`config.mk`:
```
export PLATFORM = sky130hd
export DESIGN_NAME = two_priority_sprite_list_stager
export DESIGN_NICKNAME = d
export VERILOG_FILES = /design/src/rtl/core/tpss_pkg.sv /design/src/rtl/core/tpss_store.sv /design/src/rtl/core/tpss_cfg.sv /design/src/rtl/core/tpss_seq.sv /design/src/rtl/core/two_priority_sprite_list_stager.sv
export SDC_FILE = /design/constraint.sdc
export NUM_CORES = 2
export LEC_CHECK = 0
export BUFFER_PORTS_ARGS = -buffer_cell sky130_fd_sc_hd__buf_2
export CELL_PAD_IN_SITES_DETAIL_PLACEMENT = 1
export CELL_PAD_IN_SITES_GLOBAL_PLACEMENT = 2
export CORE_AREA = 5 5 367 730
export DETAILED_ROUTE_END_ITERATION = 16
export DIE_AREA = 0 0 372 735
export PLACE_DENSITY_LB_ADDON = 0.3
export SLEW_MARGIN = 20
export SYNTH_ARGS = -nofsm -noshare
export SYNTH_HDL_FRONTEND = slang
export SYNTH_SLANG_ARGS = --single-unit
```
`constraint.sdc`:
```
create_clock -name clk -period 6.8 [get_ports clk]
set_clock_uncertainty 0.05 [all_clocks]
set_input_delay 0.34 -clock clk [delete_from_list [all_inputs] [get_ports clk]]
set_output_delay 0.34 -clock clk [all_outputs]
set_load 0.05 [all_outputs]
```
`src/rtl/core/tpss_pkg.sv`:
```
// ----------------------------------------------------------------------------
// tpss_pkg
// Shared types and constants for the two-priority sprite list stager.
// ----------------------------------------------------------------------------
package tpss_pkg;

  localparam int SLOTS_DEFAULT = 64;
  localparam int ENTRY_W       = 48;
  localparam int WORD_W        = 16;
  localparam int SLOT_W        = 6;
  localparam int S_TDATA_W     = 48;
  localparam int S_TUSER_W     = 2;
  localparam int M_TDATA_W     = 56;
  localparam int M_TUSER_W     = 2;
  localparam int PADDR_W       = 3;
  localparam int PDATA_W       = 32;

  localparam logic [WORD_W-1:0] HIDE_Y_RESET = 16'd480;

  // register index taken from paddr[2]
  localparam logic REG_HIDE_Y = 1'b0;

  typedef enum logic [1:0] {
    ACT_LOW    = 2'd0,
    ACT_HIGH   = 2'd1,
    ACT_UPLOAD = 2'd2
  } action_t;

  typedef enum logic {
    ST_IDLE,
    ST_UPLOAD
  } seq_state_t;

  typedef struct packed {
    logic filler;
    logic ovf;
    logic last;
  } slot_flags_t;

endpackage

```
`src/rtl/core/tpss_store.sv`:
```
// ----------------------------------------------------------------------------
// tpss_store
// Entry store: one write port, one read port with registered read data.
// ----------------------------------------------------------------------------
module tpss_store #(
  parameter int DEPTH = tpss_pkg::SLOTS_DEFAULT,
  localparam int AW = $clog2(DEPTH)
) (
  input  logic                         clk,
  input  logic                         we,
  input  logic [AW-1:0]                waddr,
  input  logic [tpss_pkg::ENTRY_W-1:0] wdata,
  input  logic                         re,
  input  logic [AW-1:0]                raddr,
  output logic [tpss_pkg::ENTRY_W-1:0] rdata
);
  import tpss_pkg::*;

  logic [ENTRY_W-1:0] mem [DEPTH];

  always_ff @(posedge clk) begin
    if (we) begin
      mem[waddr] <= wdata;
    end
  end

  always_ff @(posedge clk) begin
    if (re) begin
      rdata <= mem[raddr];
    end
  end

endmodule

```
`src/rtl/core/tpss_cfg.sv`:
```
// ----------------------------------------------------------------------------
// tpss_cfg
// APB register file holding the filler Y coordinate.
// ----------------------------------------------------------------------------
module tpss_cfg (
  input  logic                          clk,
  input  logic                          rst,
  input  logic                          psel,
  input  logic                          penable,
  input  logic                          pwrite,
  input  logic [tpss_pkg::PADDR_W-1:0]  paddr,
  input  logic [tpss_pkg::PDATA_W-1:0]  pwdata,
  output logic [tpss_pkg::PDATA_W-1:0]  prdata,
  output logic                          pready,
  output logic [tpss_pkg::WORD_W-1:0]   hide_y
);
  import tpss_pkg::*;

  logic wr_fire;

  assign pready  = 1'b1;
  assign wr_fire = psel && penable && pwrite && pready;

  always_ff @(posedge clk) begin
    if (rst) begin
      hide_y <= HIDE_Y_RESET;
    end else if (wr_fire && (paddr[2] == REG_HIDE_Y)) begin
      hide_y <= pwdata[WORD_W-1:0];
    end
  end

  always_comb begin
    if (paddr[2] == REG_HIDE_Y) begin
      prdata = {{(PDATA_W-WORD_W){1'b0}}, hide_y};
    end else begin
      prdata = '0;
    end
  end

endmodule

```
`src/rtl/core/tpss_seq.sv`:
```
// ----------------------------------------------------------------------------
// tpss_seq
// List counters, upload sequencer, read stage and output register.
// ----------------------------------------------------------------------------
module tpss_seq #(
  parameter int SLOTS = tpss_pkg::SLOTS_DEFAULT,
  localparam int AW = $clog2(SLOTS),
  localparam int CW = $clog2(SLOTS + 1)
) (
  input  logic                           clk,
  input  logic                           rst,
  input  logic                           s_tvalid,
  output logic                           s_tready,
  input  logic [tpss_pkg::S_TDATA_W-1:0] s_tdata,
  input  logic [tpss_pkg::S_TUSER_W-1:0] s_tuser,
  output logic                           m_tvalid,
  input  logic                           m_tready,
  output logic [tpss_pkg::M_TDATA_W-1:0] m_tdata,
  output logic [tpss_pkg::M_TUSER_W-1:0] m_tuser,
  output logic                           m_tlast,
  input  logic [tpss_pkg::WORD_W-1:0]    hide_y,
  output logic                           mem_we,
  output logic [AW-1:0]                  mem_waddr,
  output logic [tpss_pkg::ENTRY_W-1:0]   mem_wdata,
  output logic                           mem_re,
  output logic [AW-1:0]                  mem_raddr,
  input  logic [tpss_pkg::ENTRY_W-1:0]   mem_rdata
);
  import tpss_pkg::*;

  seq_state_t state, state_next;

  logic [CW-1:0] low_count, high_count;
  logic [CW-1:0] run_low, run_high;
  logic          overflow_flag, run_ovf;
  logic [AW-1:0] t;

  logic          in_fire, is_append, full, issue, out_free, t_last;
  logic          in_low, in_high;
  logic [CW:0]   sum;
  logic [CW-1:0] t_ext, d;
  action_t       act;

  logic          s1_valid;
  logic [AW-1:0] s1_slot;
  slot_flags_t   s1_flags;

  logic [AW-1:0]      out_slot;
  logic [ENTRY_W-1:0] out_entry;
  slot_flags_t        out_flags;

  assign act       = action_t'(s_tuser);
  assign in_fire   = s_tvalid && s_tready;
  assign is_append = (act == ACT_LOW) || (act == ACT_HIGH);
  assign sum       = {1'b0, low_count} + {1'b0, high_count};
  assign full      = sum >= (CW + 1)'(SLOTS);
  assign out_free  = !m_tvalid || m_tready;
  assign t_last    = t == AW'(SLOTS - 1);

  // append write path
  assign mem_we    = in_fire && is_append && !full;
  assign mem_wdata = s_tdata[ENTRY_W-1:0];
  assign mem_waddr = (act == ACT_LOW) ? low_count[AW-1:0]
                                      : AW'(SLOTS - 1) - high_count[AW-1:0];

  // upload source slot
  assign t_ext     = CW'(t);
  assign d         = t_ext - run_low;
  assign in_low    = t_ext < run_low;
  assign in_high   = !in_low && (d < run_high);
  assign mem_raddr = in_low ? t : AW'(SLOTS - 1) - d[AW-1:0];
  assign mem_re    = issue;

  // next state
  always_comb begin
    state_next = state;
    unique case (state)
      ST_IDLE: begin
        if (in_fire && (act == ACT_UPLOAD)) begin
          state_next = ST_UPLOAD;
        end
      end
      ST_UPLOAD: begin
        if (issue && t_last) begin
          state_next = ST_IDLE;
        end
      end
      default: state_next = ST_IDLE;
    endcase
  end

  // state outputs
  always_comb begin
    s_tready = 1'b0;
    issue    = 1'b0;
    unique case (state)
      ST_IDLE:   s_tready = 1'b1;
      ST_UPLOAD: issue = !s1_valid || out_free;
      default: begin
        s_tready = 1'b0;
        issue    = 1'b0;
      end
    endcase
  end

  always_ff @(posedge clk) begin
    if (rst) begin
      state <= ST_IDLE;
    end else begin
      state <= state_next;
    end
  end

  // list counters and overflow flag
  always_ff @(posedge clk) begin
    if (rst) begin
      low_count     <= '0;
      high_count    <= '0;
      overflow_flag <= 1'b0;
    end else if (in_fire) begin
      unique case (act)
        ACT_LOW: begin
          if (full) begin
            overflow_flag <= 1'b1;
          end else begin
            low_count <= low_count + CW'(1);
          end
        end
        ACT_HIGH: begin
          if (full) begin
            overflow_flag <= 1'b1;
          end else begin
            high_count <= high_count + CW'(1);
          end
        end
        ACT_UPLOAD: begin
          low_count     <= '0;
          high_count    <= '0;
          overflow_flag <= 1'b0;
        end
        default: ;
      endcase
    end
  end

  // snapshot of the lists for the run
  always_ff @(posedge clk) begin
    if (in_fire && (act == ACT_UPLOAD)) begin
      run_low  <= low_count;
      run_high <= high_count;
      run_ovf  <= overflow_flag;
    end
  end

  always_ff @(posedge clk) begin
    if (rst) begin
      t <= '0;
    end else if (in_fire && (act == ACT_UPLOAD)) begin
      t <= '0;
    end else if (issue) begin
      t <= t + AW'(1);
    end
  end

  // read stage
  always_ff @(posedge clk) begin
    if (rst) begin
      s1_valid <= 1'b0;
    end else if (issue) begin
      s1_valid <= 1'b1;
    end else if (out_free) begin
      s1_valid <= 1'b0;
    end
  end

  always_ff @(posedge clk) begin
    if (issue) begin
      s1_slot         <= t;
      s1_flags.filler <= !in_low && !in_high;
      s1_flags.ovf    <= run_ovf;
      s1_flags.last   <= t_last;
    end
  end

  // output register
  always_ff @(posedge clk) begin
    if (rst) begin
      m_tvalid <= 1'b0;
    end else if (out_free) begin
      m_tvalid <= s1_valid;
    end
  end

  always_ff @(posedge clk) begin
    if (out_free && s1_valid) begin
      out_slot  <= s1_slot;
      out_flags <= s1_flags;
      if (s1_flags.filler) begin
        out_entry <= {{WORD_W{1'b0}}, hide_y, {WORD_W{1'b0}}};
      end else begin
        out_entry <= mem_rdata;
      end
    end
  end

  assign m_tdata = {{(M_TDATA_W-ENTRY_W-SLOT_W){1'b0}}, out_entry, SLOT_W'(out_slot)};
  assign m_tuser = {out_flags.ovf, out_flags.filler};
  assign m_tlast = out_flags.last;

endmodule

```
`src/rtl/core/two_priority_sprite_list_stager.sv`:
```
// ----------------------------------------------------------------------------
// two_priority_sprite_list_stager
// Stages sprite entries in two priority lists and uploads a full table.
// ----------------------------------------------------------------------------
// Input stream: s_tuser carries the action (append low, append high, upload),
// s_tdata carries the entry words x, y, tile. Appends are taken one per cycle
// while no upload runs and write one store entry each; they produce no output.
// A full store drops the append and sets a sticky overflow flag.
// An upload produces SLOTS output transactions, one per cycle while m_tready
// is high: low entries in write order, high entries in write order, then
// filler entries (0, hide_y, 0). After the upload is accepted, the first output
// passes the upload state, the store read and the output register.
// The input side is held off while the run's reads issue, paced by the single
// store read port; appends are accepted again once the last read has issued.
// A stalled receiver holds the output register and the read stage; reads
// resume when it takes data. hide_y is written over the APB port.
// Reset clears the lists, the overflow flag and the stream valids and sets
// hide_y to 480; the store contents are not cleared, no output uses them
// before they are written.
// ----------------------------------------------------------------------------
module two_priority_sprite_list_stager #(
  parameter int SLOTS = tpss_pkg::SLOTS_DEFAULT
) (
  input  logic                           clk,
  input  logic                           rst,
  input  logic                           s_tvalid,
  output logic                           s_tready,
  input  logic [tpss_pkg::S_TDATA_W-1:0] s_tdata,  // sprite_x, sprite_y, sprite_tile
  input  logic [tpss_pkg::S_TUSER_W-1:0] s_tuser,  // action
  output logic                           m_tvalid,
  input  logic                           m_tready,
  output logic [tpss_pkg::M_TDATA_W-1:0] m_tdata,  // table_slot, out_x, out_y, out_tile
  output logic [tpss_pkg::M_TUSER_W-1:0] m_tuser,  // is_filler, overflowed
  output logic                           m_tlast,
  input  logic                           psel,
  input  logic                           penable,
  input  logic                           pwrite,
  input  logic [tpss_pkg::PADDR_W-1:0]   paddr,
  input  logic [tpss_pkg::PDATA_W-1:0]   pwdata,
  output logic [tpss_pkg::PDATA_W-1:0]   prdata,
  output logic                           pready
);
  import tpss_pkg::*;

  localparam int AW = $clog2(SLOTS);

  logic [WORD_W-1:0]  hide_y;
  logic               mem_we, mem_re;
  logic [AW-1:0]      mem_waddr, mem_raddr;
  logic [ENTRY_W-1:0] mem_wdata, mem_rdata;

  tpss_cfg u_cfg (
    .clk     (clk),
    .rst     (rst),
    .psel    (psel),
    .penable (penable),
    .pwrite  (pwrite),
    .paddr   (paddr),
    .pwdata  (pwdata),
    .prdata  (prdata),
    .pready  (pready),
    .hide_y  (hide_y)
  );

  tpss_store #(
    .DEPTH (SLOTS)
  ) u_store (
    .clk   (clk),
    .we    (mem_we),
    .waddr (mem_waddr),
    .wdata (mem_wdata),
    .re    (mem_re),
    .raddr (mem_raddr),
    .rdata (mem_rdata)
  );

  tpss_seq #(
    .SLOTS (SLOTS)
  ) u_seq (
    .clk       (clk),
    .rst       (rst),
    .s_tvalid  (s_tvalid),
    .s_tready  (s_tready),
    .s_tdata   (s_tdata),
    .s_tuser   (s_tuser),
    .m_tvalid  (m_tvalid),
    .m_tready  (m_tready),
    .m_tdata   (m_tdata),
    .m_tuser   (m_tuser),
    .m_tlast   (m_tlast),
    .hide_y    (hide_y),
    .mem_we    (mem_we),
    .mem_waddr (mem_waddr),
    .mem_wdata (mem_wdata),
    .mem_re    (mem_re),
    .mem_raddr (mem_raddr),
    .mem_rdata (mem_rdata)
  );

endmodule

```
Word-level counts from Yosys, hierarchy flattened
Memories as Yosys holds them, arrays and structs flattened. A register that Yosys moved wholly into a read port is not among the register bits.
Cells that the tools add are included.
Operators by class
  $add $sub $neg: 7
  magnitude comparators: 3
  equal/unequal tests: 6
  muxes and demuxes: 19
  bitwise operators: 2
  reduce and logical (&&, ||, !) cells: 29
Operators with widths (number)
  $mux W32: 1
  $pmux W7 S2: 2
  $mux W16: 1
  $add A7 B1 Y7 const B: 2
  $mux W7: 2
  $mux W6: 2
  $sub A6 B6 Y6 const A: 2
  $logic_and A1 B1 Y1: 11
  $mux W1: 9
  $reduce_and A3 Y1: 3
  $add A7 B7 Y8: 1
  $ge A8 B7 Y1 const B: 1
  $reduce_bool A2 Y1: 4
  $lt A6 B7 Y1: 1
  $lt A7 B7 Y1: 1
  $sub A6 B7 Y7: 1
  $add A6 B1 Y6 const B: 1
  $eq A6 B6 Y1 const B: 1
  $logic_not A1 Y1: 5
  $ne A2 B2 Y1 const B: 2
  $pmux W1 S2: 2
  $reduce_or A2 Y1: 2
  $logic_or A1 B1 Y1: 3
  $eq A2 B1 Y1 const B: 1
  other kinds (4): 5
Word-level totals
  register bits after elaboration: 121
  RAM bits: 3072
  output and inout port bits: 94
  memories kept: 1
Memories
  u_store.mem: depth 64, bits a word 48, rd ports 1, clocked after memory_dff 1, wr ports 1, line tpss_store.sv:19  | logic [ENTRY_W-1:0] mem [DEPTH];

Logic depth before layout (Yosys ltp)
  depth after elaboration: 7
  depth in mapped cells: 16

Cells and area by module
A second synthesis with hierarchy kept.
Second synthesis, totals
  cell total of the unflattened synthesis: 5504
  area, all modules: 123671.1 µm²
By module, submodules not included
  tpss_store: times used 1, cells an instance 4970, area each 117597.8 µm²
  tpss_seq: times used 1, cells an instance 428, area each 5106.1 µm²
  tpss_cfg: times used 1, cells an instance 106, area each 967.2 µm²

Worst setup path before layout
No wires, ideal clock.
  kind: reg-to-reg
  start: register u_seq.high_count[0]
  end: memory u_store.mem[0][0], enable pin
  library setup time: 454 ps
  arrival time: 4482 ps
  data required time: 6296 ps
  slack: 1814 ps
  stages on the path, launching flop included: 11
  period minus slack after synthesis: 4986 ps
  path through: dfxtp_1 -> ha_1 -> fa_1 -> and3b_1 -> o21a_1 -> o21a_1 -> o21ai_0 -> nand2_1 -> nor4_1 -> nand2_1 -> nor2_1
Between the ends
  longest elaborated chain between the ends: 6
RTL lines
  start, declared: line tpss_seq.sv:33  | logic [CW-1:0] low_count, high_count;
  start signal, assigned: line tpss_seq.sv:133  | high_count <= high_count + CW'(1);
  $add A7 B7 Y8: line tpss_seq.sv:55  | assign sum = {1'b0, low_count} + {1'b0, high_count};
  $ge A8 B7 Y1: line tpss_seq.sv:56  | assign full = sum >= (CW + 1)'(SLOTS);
  $logic_not A1 Y1: line tpss_seq.sv:61  | assign mem_we = in_fire && is_append && !full;
  $logic_and A1 B1 Y1: line tpss_seq.sv:61
  $mux W1: line tpss_store.sv:22  | if (we) begin
  $mux W1 (implied by the code): line tpss_store.sv:23  | mem[waddr] <= wdata;
  end, declared: line tpss_store.sv:19
Parallel ways exist; a longest one is shown, timed or not.

Worst setup path in the final report
  start: register u_seq.t[0]
  end: register u_store.rdata[17] (netlist name), read port of u_store.mem (data pin)
Between the ends
  longest elaborated chain between the ends: 3
RTL lines
  start, declared: line tpss_seq.sv:36  | logic [AW-1:0] t;
  start signal, assigned: line tpss_seq.sv:161  | t <= t + AW'(1);
  $sub A6 B7 Y7: line tpss_seq.sv:68  | assign d = t_ext - run_low;
  $sub A6 B6 Y6: line tpss_seq.sv:71  | assign mem_raddr = in_low ? t : AW'(SLOTS - 1) - d[AW-1:0];
  $mux W6 *: line tpss_seq.sv:71
  end, declared: line tpss_store.sv:15  | output logic [tpss_pkg::ENTRY_W-1:0] rdata
Every way passes the cells marked *; elsewhere a longest branch is shown, timed or not.
A chain may end at the register's enable or synchronous reset.

==> results_dict.tcl <==
set metrics [dict create \
    status "complete, but fails checks" \
    failed_checks "hold timing" \
    avgViaCountPerCell 6.35 \
    hold_viol 19 \
    path_delay_family "compound AO/OA/AOI/OAI gates" \
    rsz0062_at_grt "no" \
    post_route_cells_drive_above_1_share_pct 17.1 \
    synthesis.area_mm2 0.125 \
    fp-row-count 266 \
    numCtsBuffers 291 \
    slowest_stage "mux2i_4" \
    fin_crit_ns 5.66 \
    wirelength_mm 377 \
    cts_setup_buffers 0 \
    yosysTopAreaCell "edfxtp_1" \
    synth_area_leaders "edfxtp_1 (77%), mux4_2 (7.0%), nand2_1 (3.2%)" \
    worst_hold_slack_ns -0.00818 \
    setup_viol 0 \
    syn_to_final_growth_pct 13.1 \
    slew_headroom_pct 20.0 \
    num_io_pins 186 \
    final_cells 11100 \
    grt_pass1_wl_mm 534 \
    coreArea_mm2 0.262 \
    synth_edf_count 3201 \
    grt_use_total_pct 27.2 \
    die_x_um 372 \
    yosysWarnings 0 \
    synth_top_area_share_pct 76.9 \
    post-route-period-util_pct 83.3 \
    first_iter_violations 7758 \
    hold_class "input pin to register" \
    antenna_left 0 \
    ys_seq_area_share_pct 77.5 \
    avgSynthCellArea_um2 17.7 \
    path_max_fanout 36 \
    worstMarginPinSlew_ns 1.20 \
    crit_chain "inv_1, ha_1, nand2b_1, a21o_1, o21ai_4, mux2i_4, buf_12, buf_12, buf_12, a211oi_1, a311oi_1, nor3_1, a211o_1, a311oi_1" \
    startpoint_type "register" \
    synth_cells 7052 \
    vias 70400 \
    dieArea_mm2 0.273 \
    critPathBufInv 4 \
    crit_required_ns 7.31 \
    drc_errors 0 \
    synthFlopType "edfxtp_1" \
    clock_sinks 3241 \
    synth_cell_types 64 \
    place.gp.congestion 0.817 \
    cts-resized-gates 0 \
    antenna_found_initial 19 \
    arrival_ns 6.18 \
    finalSetupTns_ns 0 \
    clock_path_buffers 4 \
    ctsHoldBuffers 39 \
    port_buffers 148 \
    fmax_mhz 177 \
    maxSlewViolCount 0 \
    p_leak_uw 0.0446 \
    insertion_delay_ns 0.87 \
    cellPowerDensity_mw_per_mm2 280 \
    irDropWorstVdd_uv 324 \
    die_h_um 735 \
    grt_pass1_vias 72900 \
    hpwl_mm 215 \
    drt_first_pass_iters 6 \
    cts_htree_levels 5 \
    drv_cap 0 \
    wl_per_cell_um 34.1 \
    cpMostUsedCell "buf_12" \
    grt_max_degree 117 \
    criticalPathCategory "register to register" \
    cts_tree "done" \
    cts.clk_slew.worst_paths_ns 0.07 \
    finalNetCount 7479 \
    ys_seq_elements 3241 \
    cpPeakStageDelay_ns 0.96 \
    dp_cells 10500 \
    overflow 0 \
    endpoint_kind "register" \
    start_util_pct 47.8 \
    cts-root-buf "clkbuf_16" \
    async_flop_share_pct 0 \
]
==> power breakdown <==
| part | switching (uW) | internal, uW | total [uW] |
|---|---|---|---|
| sequential | 32.9 | 22000 | 22000 |
| combinational | 917 | 388 | 1300 |
| clock | 7230 | 9090 | 16300 |
==> worst register-to-register path, stage by stage, from the launching register on <==
cell and delay, ns:
dfxtp_1 0.55, inv_1 0.19, ha_1 0.23, nand2b_1 0.18
a21o_1 0.23, o21ai_4 0.58, mux2i_4 0.96, buf_12 0.35
buf_12 0.40, buf_12 0.37, a211oi_1 0.09, a311oi_1 0.25
nor3_1 0.09, a211o_1 0.37, a311oi_1 0.51
==> final timing paths <==
| kind | startpoint | endpoint | slack (ns) | cells past startpoint |
|---|---|---|---|---|
| hold reg to reg | u_seq.s1_slot[4] | u_seq.out_slot[4] | 0.37 | 0 |
| setup reg to reg | u_seq.t[0] | u_store.rdata[17] | 1.14 | 14 |
| hold / removal | s_tdata[10] | u_store.mem[38][10] | -0.008 | 1 |
| setup / recovery | u_seq.t[0] | u_store.rdata[17] | 1.14 | 14 |
==> cell type report <==
cell class	count	area, um2
fillers	23600	120000
flip-flops and latches	3241	96900
multi-input cells	3353	26800
clock buffers	353	7720
well taps	3484	4360
repair buffers	457	4100
clock inverters	157	1480
inverters	18	67.6
diodes	10	25.0
==> kinds of logic (layout without fill, tap and decap cells) <==
| family | Yosys count | in the layout | share of synthesized area [%] |
|---|---|---|---|
| fa+ha+maj | 25 | 25 | 0.262 |
| mux | 642 | 642 | 9.06 |
| simple gates | 1709 | 1709 | 5.99 |
| buf+inv | 475 | 985 | 1.72 |
| flops | 3241 | 3241 | 77.5 |
| xor+xnor | 18 | 18 | 0.126 |
| compound gates | 940 | 940 | 5.34 |
| other cells | 2 | 29 | 0.00600 |
==> synthesized netlist by cell type (all sizes together) (10+ instances only) <==
master	n
and3	110
a211o	12
nand2	1075
or4	28
a221o	28
o31a	21
xor2	15
or3	19
dfxtp	40
edfxtp	3201
o22ai	57
nor3	31
buf	265
nand3b	10
nor2	109
o21ai	24
a21oi	263
mux4	390
a211oi	213
nor2b	53
a311oi	123
inv	18
nand3	206
a31oi	50
clkbuf	192
mux2i	233
mux2	19
nand4	11
nor4	38
o221ai	114
ha	23
==> layer usage <==
layer  routed length, um  track usage [%]
met1              144000             35.8
met2              189000             45.8
met3               28400             4.37
met4               15300             9.91
met5                  81                0
==> state kept, by name, indices dropped and copies added, names as in the netlist <==
register             flops
u_store.mem           3072
u_seq.out_entry         48
u_store.rdata           48
u_cfg.hide_y            16
u_seq.high_count         7
u_seq.low_count          7
u_seq.run_high           7
u_seq.run_low            7
u_seq.out_slot           6
u_seq.s1_slot            6
u_seq.t                  6
u_seq.s1_flags           3
u_seq.m_tuser            2
u_seq.m_tlast            1
u_seq.m_tvalid           1
u_seq.overflow_flag      1
u_seq.run_ovf            1
u_seq.s1_valid           1
u_seq.state              1
==> layout by cell type, fill, tap and decap left out, drive strengths merged, types with 57 or more instances in the layout <==
cell    instances
nand3         206
clkinv        114
o22ai          57
o221ai        114
a211oi        213
mux2i         233
a311oi        123
edfxtp       3201
a21oi         263
buf           406
clkbuf        353
nand2        1075
and3          110
mux4          390
nor2          109
==> per-stage QoR <==
| step | utilization [%] | total power (uW) | area (um2) | hold WS, ns | setup WS, ns |
|---|---|---|---|---|---|
| CTS | 53.9 | 39900 | 141000 | 0.108 | 1.11 |
| global placement | 50.3 | 23700 | 132000 | 0.356 | 1.20 |
| floorplan | - | 23100 | 125000 | 0.350 | 1.81 |
| detailed placement | 50.3 | 23700 | 132000 | 0.356 | 1.13 |
| global route | 54.1 | 40800 | 141000 | -0.000897 | 0.904 |
| finish | 54.1 | 39700 | 141000 | -0.00818 | 1.14 |
No activity file was read; power rests on OpenSTA's default activity.
